**config.mk**
```make
export PLATFORM = sky130hd
export DESIGN_NAME = sor_finish
export DESIGN_NICKNAME = d
export VERILOG_FILES = /design/src/hw/rtl/sor_pkg.sv /design/src/hw/rtl/sor_finish.sv
export SDC_FILE = /design/constraint.sdc
export NUM_CORES = 1
export LEC_CHECK = 0
export BUFFER_PORTS_ARGS = -buffer_cell sky130_fd_sc_hd__buf_2
export CORE_MARGIN = 4
export CORE_UTILIZATION = 30
export DETAILED_ROUTE_END_ITERATION = 8
export GPL_ROUTABILITY_DRIVEN = 0
export PLACE_DENSITY_LB_ADDON = 0.08
export SKIP_LAST_GASP = 1
export SLEW_MARGIN = 20
export SYNTH_ARGS = -nofsm -noshare
export SYNTH_HDL_FRONTEND = slang
export SYNTH_SLANG_ARGS = --single-unit
```
**constraint.sdc**
```tcl
create_clock -name clock -period 4.9 [get_ports clock]
set_input_delay 0 -clock clock [delete_from_list [all_inputs] [get_ports clock]]
set_output_delay 0 -clock clock [all_outputs]
set_load 0.05 [all_outputs]
```
**src/hw/rtl/sor_pkg.sv**
```systemverilog
package sor_pkg;

   // Input and result words
   typedef struct packed {
      logic signed [23:0] x_in;
      logic signed [23:0] y_in;
      logic signed [23:0] z_in;
   } req_type;

   typedef struct packed {
      logic signed [23:0] x_out;
      logic signed [23:0] y_out;
      logic signed [23:0] z_out;
      logic               clipped;
   } rsp_type;

   // Q1.17 coefficient, one 3x3 matrix and its nine products
   typedef logic signed [18:0] coef_type;
   typedef coef_type [8:0] coef_mat_type;
   typedef logic signed [42:0] prod_type;
   typedef prod_type [8:0] prod_vec_type;

   localparam int FracBits = 17;

   localparam coef_type CA = 19'sd131072;
   localparam coef_type CH = 19'sd92682;
   localparam coef_type CS = 19'sd15974;
   localparam coef_type CC = 19'sd130095;

   localparam logic signed [23:0] MaxVal = 24'sh7FFFFF;
   localparam logic signed [23:0] MinVal = -24'sh800000;

   // Board orientation codes; codes beyond the list pass through
   typedef enum logic [5:0] {
      ROT_NONE                      = 6'd0,
      ROT_YAW_45                    = 6'd1,
      ROT_YAW_90                    = 6'd2,
      ROT_YAW_135                   = 6'd3,
      ROT_YAW_180                   = 6'd4,
      ROT_YAW_225                   = 6'd5,
      ROT_YAW_270                   = 6'd6,
      ROT_YAW_315                   = 6'd7,
      ROT_ROLL_180                  = 6'd8,
      ROT_ROLL_180_YAW_45           = 6'd9,
      ROT_ROLL_180_YAW_90           = 6'd10,
      ROT_ROLL_180_YAW_135          = 6'd11,
      ROT_PITCH_180                 = 6'd12,
      ROT_ROLL_180_YAW_225          = 6'd13,
      ROT_ROLL_180_YAW_270          = 6'd14,
      ROT_ROLL_180_YAW_315          = 6'd15,
      ROT_ROLL_90                   = 6'd16,
      ROT_ROLL_90_YAW_45            = 6'd17,
      ROT_ROLL_90_YAW_90            = 6'd18,
      ROT_ROLL_90_YAW_135           = 6'd19,
      ROT_ROLL_270                  = 6'd20,
      ROT_ROLL_270_YAW_45           = 6'd21,
      ROT_ROLL_270_YAW_90           = 6'd22,
      ROT_ROLL_270_YAW_135          = 6'd23,
      ROT_PITCH_90                  = 6'd24,
      ROT_PITCH_270                 = 6'd25,
      ROT_PITCH_180_YAW_90          = 6'd26,
      ROT_PITCH_180_YAW_270         = 6'd27,
      ROT_ROLL_90_PITCH_90          = 6'd28,
      ROT_ROLL_180_PITCH_90         = 6'd29,
      ROT_ROLL_270_PITCH_90         = 6'd30,
      ROT_ROLL_90_PITCH_180         = 6'd31,
      ROT_ROLL_270_PITCH_180        = 6'd32,
      ROT_ROLL_90_PITCH_270         = 6'd33,
      ROT_ROLL_180_PITCH_270        = 6'd34,
      ROT_ROLL_270_PITCH_270        = 6'd35,
      ROT_ROLL_90_PITCH_180_YAW_90  = 6'd36,
      ROT_ROLL_90_YAW_270           = 6'd37,
      ROT_ROLL_90_PITCH_68_YAW_293  = 6'd38,
      ROT_PITCH_315                 = 6'd39,
      ROT_ROLL_90_PITCH_315         = 6'd40,
      ROT_PITCH_7                   = 6'd41,
      ROT_ROLL_45                   = 6'd42,
      ROT_ROLL_315                  = 6'd43
   } orient_type;

   // Pack a matrix given row by row
   function automatic coef_mat_type make_mat(
      input coef_type m00, input coef_type m01, input coef_type m02,
      input coef_type m10, input coef_type m11, input coef_type m12,
      input coef_type m20, input coef_type m21, input coef_type m22);
      coef_mat_type m;
      m[0] = m00; m[1] = m01; m[2] = m02;
      m[3] = m10; m[4] = m11; m[5] = m12;
      m[6] = m20; m[7] = m21; m[8] = m22;
      return m;
   endfunction

   // Rotation matrix for each orientation code, entry [3*row+col]
   function automatic coef_mat_type orient_matrix(input logic [5:0] code);
      coef_mat_type m;
      case (orient_type'(code))
         ROT_YAW_45:           m = make_mat(CH, -CH, 0,  CH, CH, 0,   0, 0, CA);
         ROT_YAW_90:           m = make_mat(0, -CA, 0,   CA, 0, 0,    0, 0, CA);
         ROT_YAW_135:          m = make_mat(-CH, -CH, 0, CH, -CH, 0,  0, 0, CA);
         ROT_YAW_180:          m = make_mat(-CA, 0, 0,   0, -CA, 0,   0, 0, CA);
         ROT_YAW_225:          m = make_mat(-CH, CH, 0,  -CH, -CH, 0, 0, 0, CA);
         ROT_YAW_270:          m = make_mat(0, CA, 0,    -CA, 0, 0,   0, 0, CA);
         ROT_YAW_315:          m = make_mat(CH, CH, 0,   -CH, CH, 0,  0, 0, CA);
         ROT_ROLL_180:         m = make_mat(CA, 0, 0,    0, -CA, 0,   0, 0, -CA);
         ROT_ROLL_180_YAW_45:  m = make_mat(CH, CH, 0,   CH, -CH, 0,  0, 0, -CA);
         ROT_ROLL_180_YAW_90,
         ROT_PITCH_180_YAW_270:
                               m = make_mat(0, CA, 0,    CA, 0, 0,    0, 0, -CA);
         ROT_ROLL_180_YAW_135: m = make_mat(-CH, CH, 0,  CH, CH, 0,   0, 0, -CA);
         ROT_PITCH_180:        m = make_mat(-CA, 0, 0,   0, CA, 0,    0, 0, -CA);
         ROT_ROLL_180_YAW_225: m = make_mat(-CH, -CH, 0, -CH, CH, 0,  0, 0, -CA);
         ROT_ROLL_180_YAW_270,
         ROT_PITCH_180_YAW_90:
                               m = make_mat(0, -CA, 0,   -CA, 0, 0,   0, 0, -CA);
         ROT_ROLL_180_YAW_315: m = make_mat(CH, -CH, 0,  -CH, -CH, 0, 0, 0, -CA);
         ROT_ROLL_90:          m = make_mat(CA, 0, 0,    0, 0, -CA,   0, CA, 0);
         ROT_ROLL_90_YAW_45:   m = make_mat(CH, 0, CH,   CH, 0, -CH,  0, CA, 0);
         ROT_ROLL_90_YAW_90:   m = make_mat(0, 0, CA,    CA, 0, 0,    0, CA, 0);
         ROT_ROLL_90_YAW_135:  m = make_mat(-CH, 0, CH,  CH, 0, CH,   0, CA, 0);
         ROT_ROLL_270:         m = make_mat(CA, 0, 0,    0, 0, CA,    0, -CA, 0);
         ROT_ROLL_270_YAW_45:  m = make_mat(CH, 0, -CH,  CH, 0, CH,   0, -CA, 0);
         ROT_ROLL_270_YAW_90:  m = make_mat(0, 0, -CA,   CA, 0, 0,    0, -CA, 0);
         ROT_ROLL_270_YAW_135: m = make_mat(-CH, 0, -CH, CH, 0, -CH,  0, -CA, 0);
         ROT_PITCH_90:         m = make_mat(0, 0, CA,    0, CA, 0,    -CA, 0, 0);
         ROT_PITCH_270:        m = make_mat(0, 0, -CA,   0, CA, 0,    CA, 0, 0);
         ROT_ROLL_90_PITCH_90: m = make_mat(0, CA, 0,    0, 0, -CA,   -CA, 0, 0);
         ROT_ROLL_180_PITCH_90:
                               m = make_mat(0, 0, -CA,   0, -CA, 0,   -CA, 0, 0);
         ROT_ROLL_270_PITCH_90:
                               m = make_mat(0, -CA, 0,   0, 0, CA,    -CA, 0, 0);
         ROT_ROLL_90_PITCH_180:
                               m = make_mat(-CA, 0, 0,   0, 0, -CA,   0, -CA, 0);
         ROT_ROLL_270_PITCH_180:
                               m = make_mat(-CA, 0, 0,   0, 0, CA,    0, CA, 0);
         ROT_ROLL_90_PITCH_270:
                               m = make_mat(0, -CA, 0,   0, 0, -CA,   CA, 0, 0);
         ROT_ROLL_180_PITCH_270:
                               m = make_mat(0, 0, CA,    0, -CA, 0,   CA, 0, 0);
         ROT_ROLL_270_PITCH_270:
                               m = make_mat(0, CA, 0,    0, 0, CA,    CA, 0, 0);
         ROT_ROLL_90_PITCH_180_YAW_90:
                               m = make_mat(0, 0, CA,    -CA, 0, 0,   0, -CA, 0);
         ROT_ROLL_90_YAW_270:  m = make_mat(0, 0, -CA,   -CA, 0, 0,   0, CA, 0);
         ROT_ROLL_90_PITCH_68_YAW_293:
            m = make_mat(19'sd18748, 19'sd48336, -19'sd120383,
                         -19'sd43533, -19'sd112236, -19'sd51845,
                         -19'sd122202, 19'sd47399, 0);
         ROT_PITCH_315:        m = make_mat(CH, 0, -CH,  0, CA, 0,    CH, 0, CH);
         ROT_ROLL_90_PITCH_315:
                               m = make_mat(CH, -CH, 0,  0, 0, -CA,   CH, CH, 0);
         ROT_PITCH_7:          m = make_mat(CC, 0, CS,   0, CA, 0,    -CS, 0, CC);
         ROT_ROLL_45:          m = make_mat(CA, 0, 0,    0, CH, -CH,  0, CH, CH);
         ROT_ROLL_315:         m = make_mat(CA, 0, 0,    0, CH, CH,   0, -CH, CH);
         default:              m = make_mat(CA, 0, 0,    0, CA, 0,    0, 0, CA);
      endcase
      return m;
   endfunction

endpackage

```
**src/hw/rtl/sor_finish.sv**
```systemverilog
module sor_finish (
   input  logic                  clock,
   input  logic                  reset,
   input  logic                  prod_valid,
   input  sor_pkg::prod_vec_type prod,
   output logic                  rsp_valid,
   output sor_pkg::rsp_type      rsp_data
);
   import sor_pkg::*;

   logic                    rsp_valid_ff;
   rsp_type                 rsp_ff;
   rsp_type                 rsp_in;
   logic signed [2:0][23:0] comp;
   logic [2:0]              sat;

   // Sum each row, round half up, saturate to 24 bits
   always_comb begin
      logic signed [45:0] sum;
      logic signed [28:0] q;
      for (int r = 0; r < 3; r++) begin
         sum = {{3{prod[3*r][42]}},   prod[3*r]}
             + {{3{prod[3*r+1][42]}}, prod[3*r+1]}
             + {{3{prod[3*r+2][42]}}, prod[3*r+2]}
             + 46'sd65536;
         q = sum[45:FracBits];
         if (q > 29'(MaxVal)) begin
            comp[r] = MaxVal;
            sat[r]  = 1'b1;
         end else if (q < 29'(MinVal)) begin
            comp[r] = MinVal;
            sat[r]  = 1'b1;
         end else begin
            comp[r] = q[23:0];
            sat[r]  = 1'b0;
         end
      end
      rsp_in.x_out   = comp[0];
      rsp_in.y_out   = comp[1];
      rsp_in.z_out   = comp[2];
      rsp_in.clipped = |sat;
   end

   // Hold the result word for its one strobe cycle
   always_ff @(posedge clock) begin
      if (reset) begin
         rsp_valid_ff <= 1'b0;
      end else begin
         rsp_valid_ff <= prod_valid;
      end
      rsp_ff <= rsp_in;
   end

   assign rsp_valid = rsp_valid_ff;
   assign rsp_data  = rsp_ff;

endmodule

```
==> reports/results.txt, run 1 <==
Post-Layout Inst Area - 0.0180 mm²
Seq/Total Area, Yosys - 10.1%
initial antenna violation count - 0
Critical Path Max Stage Delay - 640 ps
die area - 0.0524 mm²
post-CTS setup buffer count - 0
final setup violation count - 0
Mean Syn Cell Area - 7.74 µm²
Hold/Removal Path Class - input port to flip-flop
num rows - 80
drt drc - 0
share of layout cells above drive strength 1 - 22.1%
cells after synthesis - 1892
Hold Vio Cnt, Final - 0
Clock Tree Buf Depth - 2
critical-path cell list - buf_2 > inv_1 > fa_1 > inv_1 > ha_1 > ha_1 > nand4_1 > o211ai_1 > a21oi_1 > nor4_1 > o41ai_2 > buf_4 > a31oi_2 > a41oi_1 > xor2_1 > nor4bb_1 > o221ai_1
Post-synth EDFFs - 0
most common cell after layout, fill and taps aside - inv_1
Cell Area, Placed - 0.0177 mm²
area leader, netlist - ha_1
Cell Pwr Density - 396 mW/mm²
H-tree depth - 3
max_slew headroom - 48.2%
CTS Sinks - 74
Yosys top cell area share - 21.8%
Worst Setup End Kind - flip-flop
Startpoint Class - input port
wire per inst - 15.0 µm
vias in the first global route - 14.7k
async set or reset register ratio after synthesis - 0%
kind of critical path - input port to flip-flop
syn_nets - 2663
final setup margin - 696 ps
RSZ-0062 raised after global routing - false
port bufs - 463
root buffer cell - clkbuf_16
hold_ws - 420 ps
Peak VDD IR - 173 µV
Critical Path AT - 4410 ps
Initial Util - 30.5%
CP max FO - 4
synth warn - 0
Die Span X - 229 µm
post-detail-place hpwl - 39900 µm
vias after detailed routing - 13.8k
CP top delay family - compound AO/OA/AOI/OAI gates
CP required - 5110 ps
global-route wire length before repair - 72700 µm
gr ovfl total - 0
All-Layer GR Usage - 16.7%
status - finished, final reports clean
DP Worst Slack - 309 ps
Area Growth Syn to Fin - 22.9%
post-layout min period - 4200 ps
final wirelength - 44500 µm
Area contributors post-synth - ha_1, fa_1, inv_1, dfxtp_1, a21oi_1
Die H - 229 µm
DRT antenna net count - 0
top_reg_cell synth - dfxtp_1
LEAKAGE - 0.0106 µW
maximum clock rate - 238 MHz
Filler cells - 5165
worst slew pin tran - 767 ps
antenna cells - 0
Vias/cell - 4.65
mapped cell area - 0.0146 mm²
most frequent cells in the layout - inv_1, buf_2, ha_1, a21oi_1, fa_1
cts bufs inserted - 9
Fin Setup TNS - 0 ps
drt first pass iters - 5
final worst path period share - 85.8%
total power - 7130 µW
highest-delay cell along the critical path - nor4_1
Iteration-0 DRC Markers - 505
Slew Limit Fails - 0
Worst Path Buf+Inv - 4
post-synthesis register bit count - 74
clk slew on worst S/H paths - 70 ps
max cap viols - 0
CTS tree - yes
Netlist cell types - 79
pin count of the biggest net entering global routing - 24
nets - 3118
num ports - 464
CORE AREA - 0.0479 mm²
[flip-flops by register name, indices dropped and copies added (netlist names)]
| signal | cells |
|---|---|
| rsp_data | 73 |
| rsp_valid | 1 |
[Yosys cell counts (5+ instances only)]
library cell	n
nor2b_1	12
xor2_1	35
ha_1	255
o21ai_0	74
xnor2_1	38
o21bai_1	15
or3_1	7
nand2b_1	13
o211ai_1	13
fa_1	126
o21a_1	14
nand3_1	34
inv_1	576
a31o_2	6
nor3_1	26
o21ai_1	17
a211oi_1	9
a21o_1	72
o31ai_1	6
nand4_1	37
a211o_1	8
a31oi_1	11
clkbuf_1	16
dfxtp_1	74
a21boi_0	5
buf_2	9
and3_1	15
a21oi_1	130
nor2_1	52
and2_1	5
nand2_1	96
nor4_1	5
[kinds of logic (layout without fill, tap and decap cells)]
group	Yosys count	count (layout)	synth area share, %
xor gates and xnor gates	73	73	4.37
buffers and inverters	606	1066	15.8
AOI/OAI and AO/OA	434	434	19.5
DFF	74	74	10.1
adders and majority gates	381	381	39.0
and+or+nand+nor	321	321	10.9
muxes	3	3	0.239
[area by class of cell]
type                       instances  area, µm²  share of cell area [%]
multi-input combinational       1212      10900                    60.4
timing repair buffer             474       2400                    13.4
inverter                         576       2160                    12.0
sequential                        74       1480                    8.24
tap                              615        769                    4.28
clock buffer                      10        239                    1.33
clock inverter                     6       73.8                   0.410
[what timing repair did]
item	CTS	global route
endpoints found under the setup margin	0	0
gates resized for setup	0	0
hold endpoints to repair	1	0
hold buffers	2	0
[per-stage QoR]
step           instances  util, %
3_5_place_dp        2949     36.8
2_1_floorplan       1892        -
6_report            2967     37.5
5_1_grt             2967     37.5
3_3_place_gp        2949     36.8
4_1_cts             2967     37.5
[power by group]
| part | switching (µW) | leakage, µW | internal, µW |
|---|---|---|---|
| clock | 323 | 0.000147 | 416 |
| combinational | 3530 | 0.00985 | 1820 |
| sequential | 116 | 0.000624 | 922 |
[path summary, 6_finish.rpt]
check	start	to	depth (start not counted)
max	prod[4]	rsp_data[0]	17
min	prod[257]	rsp_data[48]	6
[routing by layer]
layer	up-vias	GRT usage (%)	wire (µm)
met4	0	3.63	844
met1	6437	20.8	19400
met5	-	0	0
met3	35	2.79	2040
li1	7029	-	-
met2	302	30.4	22200
(Power assumes the default switching activity.)
==> run 2, diff against run 1 <==
CORE_AREA = 3 3 181 183   (was default)
CORE_MARGIN = default   (was 4)
CORE_UTILIZATION = default   (was 30)
DIE_AREA = 0 0 184 186   (was default)
==> reports/results.txt, run 2 (synthesized netlist as in run 1, its figures left out) <==
status - finished, final reports clean
Hold Vio Cnt, Final - 0 (unchanged)
Worst Setup End Kind - flip-flop
LEAKAGE - 0.0106 µW (about the same)
antenna cells - 0 (unchanged)
worst slew pin tran - 745 ps (-22.1 ps)
CORE AREA - 0.0314 mm² (-35%)
post-cts gate resize count - 0 (unchanged)
Fin Setup TNS - 0 ps (unchanged)
final setup violation count - 0 (unchanged)
final worst path period share - 81.7% (-4.1 points)
die area - 0.0342 mm² (-35%)
Area Growth Syn to Fin - 20.9%
num ports - 464 (unchanged)
Critical Path AT - 4240 ps (-170 ps)
Die Span X - 184 µm (-20%)
most common cell after layout, fill and taps aside - inv_1
Critical Path Max Stage Delay - 590 ps (-50 ps)
max_slew headroom - 49.7% (+1.5 points)
nets - 3114 (-0.13%)
final core occ - 56.4% (+19 points)
Clock Tree Buf Depth - 2 (unchanged)
Iteration-0 DRC Markers - 630 (+25%)
Startpoint Class - input port
total power - 7070 µW (-0.83%)
DP Worst Slack - 567 ps (+258 ps)
kind of critical path - input port to flip-flop
gr ovfl total - 0 (unchanged)
CP required - 5140 ps (+30 ps)
critical-path cell list - buf_2 > inv_1 > fa_1 > inv_1 > ha_1 > ha_1 > nand4_1 > o211ai_1 > a21oi_1 > nor4_1 > o41ai_2 > a31oi_2 > a41oi_1 > xor2_1 > a41oi_2 > buf_4 > a31o_2
final setup margin - 898 ps (+202 ps)
global-route wire length before repair - 64100 µm (-12%)
RSZ-0062 raised after global routing - false
post-layout min period - 4000 ps (-202 ps)
clk slew on worst S/H paths - 60 ps (about the same)
Cell Pwr Density - 399 mW/mm² (+0.77%)
port bufs - 463 (unchanged)
share of layout cells above drive strength 1 - 22.0% (-0.13 points)
final wirelength - 40200 µm (-9.8%)
Hold Buf Count CTS - 2 (unchanged)
wire per inst - 14.6 µm (-2.6%)
CTS Sinks - 74 (unchanged)
Cell Area, Placed - 0.0174 mm² (-1.7%)
post-CTS setup buffer count - 0 (unchanged)
num rows - 65 (-19%)
highest-delay cell along the critical path - fa_1
maximum clock rate - 250 MHz (+5.1%)
Post-Layout Inst Area - 0.0177 mm² (-1.6%)
CP max FO - 23 (+19)
post-detail-place hpwl - 35600 µm (-11%)
max cap viols - 0 (unchanged)
Peak VDD IR - 213 µV (+23%)
Largest register FFs - 73 (unchanged)
drt first pass iters - 6 (+1)
Slew Limit Fails - 0 (unchanged)
Initial Util - 46.6% (+16 points)
DRT antenna net count - 0 (unchanged)
Vias/cell - 5.04 (+8.4%)
Hold/Removal Path Class - input port to flip-flop
pin count of the biggest net entering global routing - 24 (unchanged)
most frequent cells in the layout - inv_1, buf_2, ha_1, a21oi_1, fa_1
All-Layer GR Usage - 22.8% (+6.1 points)
initial antenna violation count - 0 (unchanged)
root buffer cell - clkbuf_16
CTS tree - yes
vias after detailed routing - 13.9k (+0.49%)
cts bufs inserted - 9 (unchanged)
Die H - 186 µm (-19%)
H-tree depth - 3 (unchanged)
drt drc - 0 (unchanged)
vias in the first global route - 13.7k (-6.8%)
==> run 2: cell count changes in the layout (fill, tap and decap cells not counted) <==
cell,previous run,this run
clkbuf_8,1,0
clkinv_2,0,1
inv_6,1,2
inv_8,1,0
clkinvlp_4,2,0
clkinv_4,1,2
buf_4,9,5
bufinv_16,1,2
==> run 2: routing by layer <==
layer,vias to the layer above,routed length [µm],track usage (%)
met5,-,0,0
met4,0,1050,6.32
met3,54,2200,3.24
met2,419,20000,41.8
met1,6364,16900,28.0
li1,7033,-,-
==> run 2: area by class of cell <==
class                      instances  area [µm²]
timing repair buffer             470        2370
tap                              402         503
fill                            3124       13700
inverter                         576        2160
clock buffer                       9         225
multi-input combinational       1212       10900
sequential                        74        1480
clock inverter                     7         100
==> run 2: path summary, 6_finish.rpt <==
path / start / endpoint / slack (ps) / cells past startpoint
max: prod[4] / rsp_data[53] / 900 / 17
min: prod_valid / rsp_valid / 400 / 3
==> run 2: report_power, final <==
part,internal [µW],total (µW),switching (µW)
clock network,451,745,294
registers,923,1050,130
logic,1820,5270,3450
total,3190,7070,3880
==> run 2: worst max-delay path: cells and delay by family <==
kind                       cells  cell delay, ps
and+or+nand+nor                2             670
xor gates and xnor gates       1             420
buffers and inverters          4             430
AOI/OAI and AO/OA              7            1530
adders and majority gates      3            1180
==> run 2: per-stage QoR <==
step,hold slack [ps],std cells
after detailed placement,160,2732
after CTS,388,2750
after floorplan,71.6,1892
after global placement,155,2732
final,398,2750
after global routing,424,2750
==> run 3, diff against run 2 <==
CORE_AREA = default   (was 3 3 181 183)
CORE_MARGIN = 3   (was default)
CORE_UTILIZATION = 49   (was default)
DIE_AREA = default   (was 0 0 184 186)
clock period = 3.25 ns   (was 4.9 ns; I/O delays follow)
==> reports/results.txt, run 3 (synthesized netlist as in run 1, its figures left out) <==
failing checks - setup timing
DRT antenna net count - 0 (unchanged)
Critical Path AT - 3750 ps (-490 ps)
vias in the first global route - 15.9k (+16%)
Initial Util - 50.3% (+3.7 points)
nets - 3473 (+12%)
final wirelength - 48400 µm (+20%)
max_slew headroom - 64.5% (+15 points)
share of layout cells above drive strength 1 - 43.1% (+21 points)
CP required - 3490 ps (-1650 ps)
CORE AREA - 0.0291 mm² (-7.3%)
Gate power share - 81.3% (+6.7 points)
kind of critical path - input port to flip-flop
num rows - 62 (-4.6%)
CP max FO - 6 (-74%)
post-detail-place hpwl - 38100 µm (+6.9%)
maximum clock rate - 285 MHz
pin count of the biggest net entering global routing - 23 (-4.2%)
Post-Layout Cell Count - 3091 (+12%)
Vias/cell - 5.07 (+0.59%)
CTS Sinks - 74 (unchanged)
clk slew on worst S/H paths - 60 ps (about the same)
Area Growth Syn to Fin - 56.5%
num ports - 464 (unchanged)
Pint - 7260 µW (+130%)
Die Span X - 179 µm (-2.8%)
root buffer cell - clkbuf_16
CP top delay family - compound AO/OA/AOI/OAI gates
port bufs - 463 (unchanged)
Fin Setup TNS - -13210 ps (-13210 ps)
LEAKAGE - 0.0126 µW (+18%)
total power - 14400 µW (+100%)
Die H - 179 µm (-3.8%)
Hold Vio Cnt, Final - 0 (unchanged)
max cap viols - 0 (unchanged)
critical-path cell list - buf_2 > inv_1 > fa_1 > inv_1 > ha_4 > ha_4 > nand4_1 > nor2_2 > buf_4 > nand4b_1 > nand4_1 > a21boi_2 > o21ai_2 > a311oi_2 > xor2_2 > buf_4 > a41oi_4 > buf_12 > a31o_4
most common cell after layout, fill and taps aside - inv_1
status - finished with violations
vias after detailed routing - 15.7k (+13%)
Worst Setup End Kind - flip-flop
Startpoint Class - input port
Placed Cells incl. Taps - 3031 (+11%)
gr ovfl total - 0 (unchanged)
Hold/Removal Path Class - input port to flip-flop
global-route wire length before repair - 72400 µm (+13%)
Worst Path Buf+Inv - 6 (+2)
highest-delay cell along the critical path - fa_1
most frequent cells in the layout - inv_1, buf_2, buf_4, ha_1, fa_1
CTS tree - yes
post-layout min period - 3510 ps
Reg power frac - 10.9% (-4.0 points)
drt first pass iters - 5 (-1)
Cell Pwr Density - 630 mW/mm² (+58%)
Filler cells - 2014 (-36%)
H-tree depth - 3 (unchanged)
cts bufs inserted - 9 (unchanged)
All-Layer GR Usage - 28.0% (+5.1 points)
Largest register FFs - 73 (unchanged)
drt drc - 0 (unchanged)
Clock Tree Buf Depth - 2 (unchanged)
final setup violation count - 69 (+69)
die area - 0.0320 mm² (-6.5%)
initial antenna violation count - 0 (unchanged)
wire per inst - 15.6 µm (+7.1%)
final worst path period share - 108%
NetSw - 7180 µW (+85%)
Peak VDD IR - 422 µV (+99%)
final setup margin - -257 ps (-1150 ps)
Net Sw Frac - 49.7% (-5.2 points)
Slew Limit Fails - 0 (unchanged)
Iteration-0 DRC Markers - 805 (+28%)
Critical Path Max Stage Delay - 540 ps (-50 ps)
RSZ-0062 raised after global routing - true
Clock Power Share - 7.8% (-2.7 points)
worst slew pin tran - 519 ps (-226 ps)
antenna cells - 0 (unchanged)
==> run 3: cell types whose count changed in the layout (fill, tap and decap cells not counted), sizes merged <==
cell      before  now
clkinv         3    2
clkbuf         9   16
and2           7   10
inv          578  576
buf          468  819
clkinvlp       0    1
==> run 3: layer usage <==
metal | track usage [%] | wire, µm | vias up
li1 | - | - | 7746
met2 | 53.6 | 25300 | 506
met1 | 30.5 | 18300 | 7303
met4 | 10.6 | 1780 | 0
met3 | 4.68 | 2900 | 127
met5 | 0 | 0 | -
==> run 3: layout make-up <==
cell class	count	area, µm²	area share, %
inverter	576	2190	9.58
multi-input combinational	1215	13100	57.1
clock inverter	5	77.6	0.339
tap	384	480	2.10
clock buffer	11	243	1.06
timing repair buffer	826	5350	23.3
sequential	74	1480	6.47
==> run 3: worst paths after layout <==
| check | from | to | slack [ps] | cells past startpoint |
|---|---|---|---|---|
| worst max-delay path | prod[19] | rsp_data[53] | -260 | 19 |
| worst min-delay path | prod_valid | rsp_valid | 390 | 3 |
==> run 3: timing repair <==
action                                  CTS  global route
resized for setup                       128           144
buffers inserted                         18            13
hold buffers                              2             0
endpoints found under the setup margin   70            70
cloned                                    7             6
pin swaps                                82            91
hold endpoints to repair                  1             0
==> run 3: power by group through the flow <==
stage               sequential [µW]  clock, µW  combinational [µW]
CTS                            1580       1140               10800
detailed placement             1590          0                9960
finish                         1580       1120               11700
global route                   1610       1170               12600
global placement               1610          0                9800
floorplan                      3170          0                5040
==> run 3: metrics by stage <==
stage	setup WS (ps)	cell area (µm²)	util, %	hold WS [ps]
floorplan	-339	15700	-	71.6
global placement	-666	20600	71.0	155
detailed placement	-698	20600	71.0	168
CTS	-164	22000	75.5	377
global route	-391	22900	78.7	420
finish	-257	22900	78.7	390
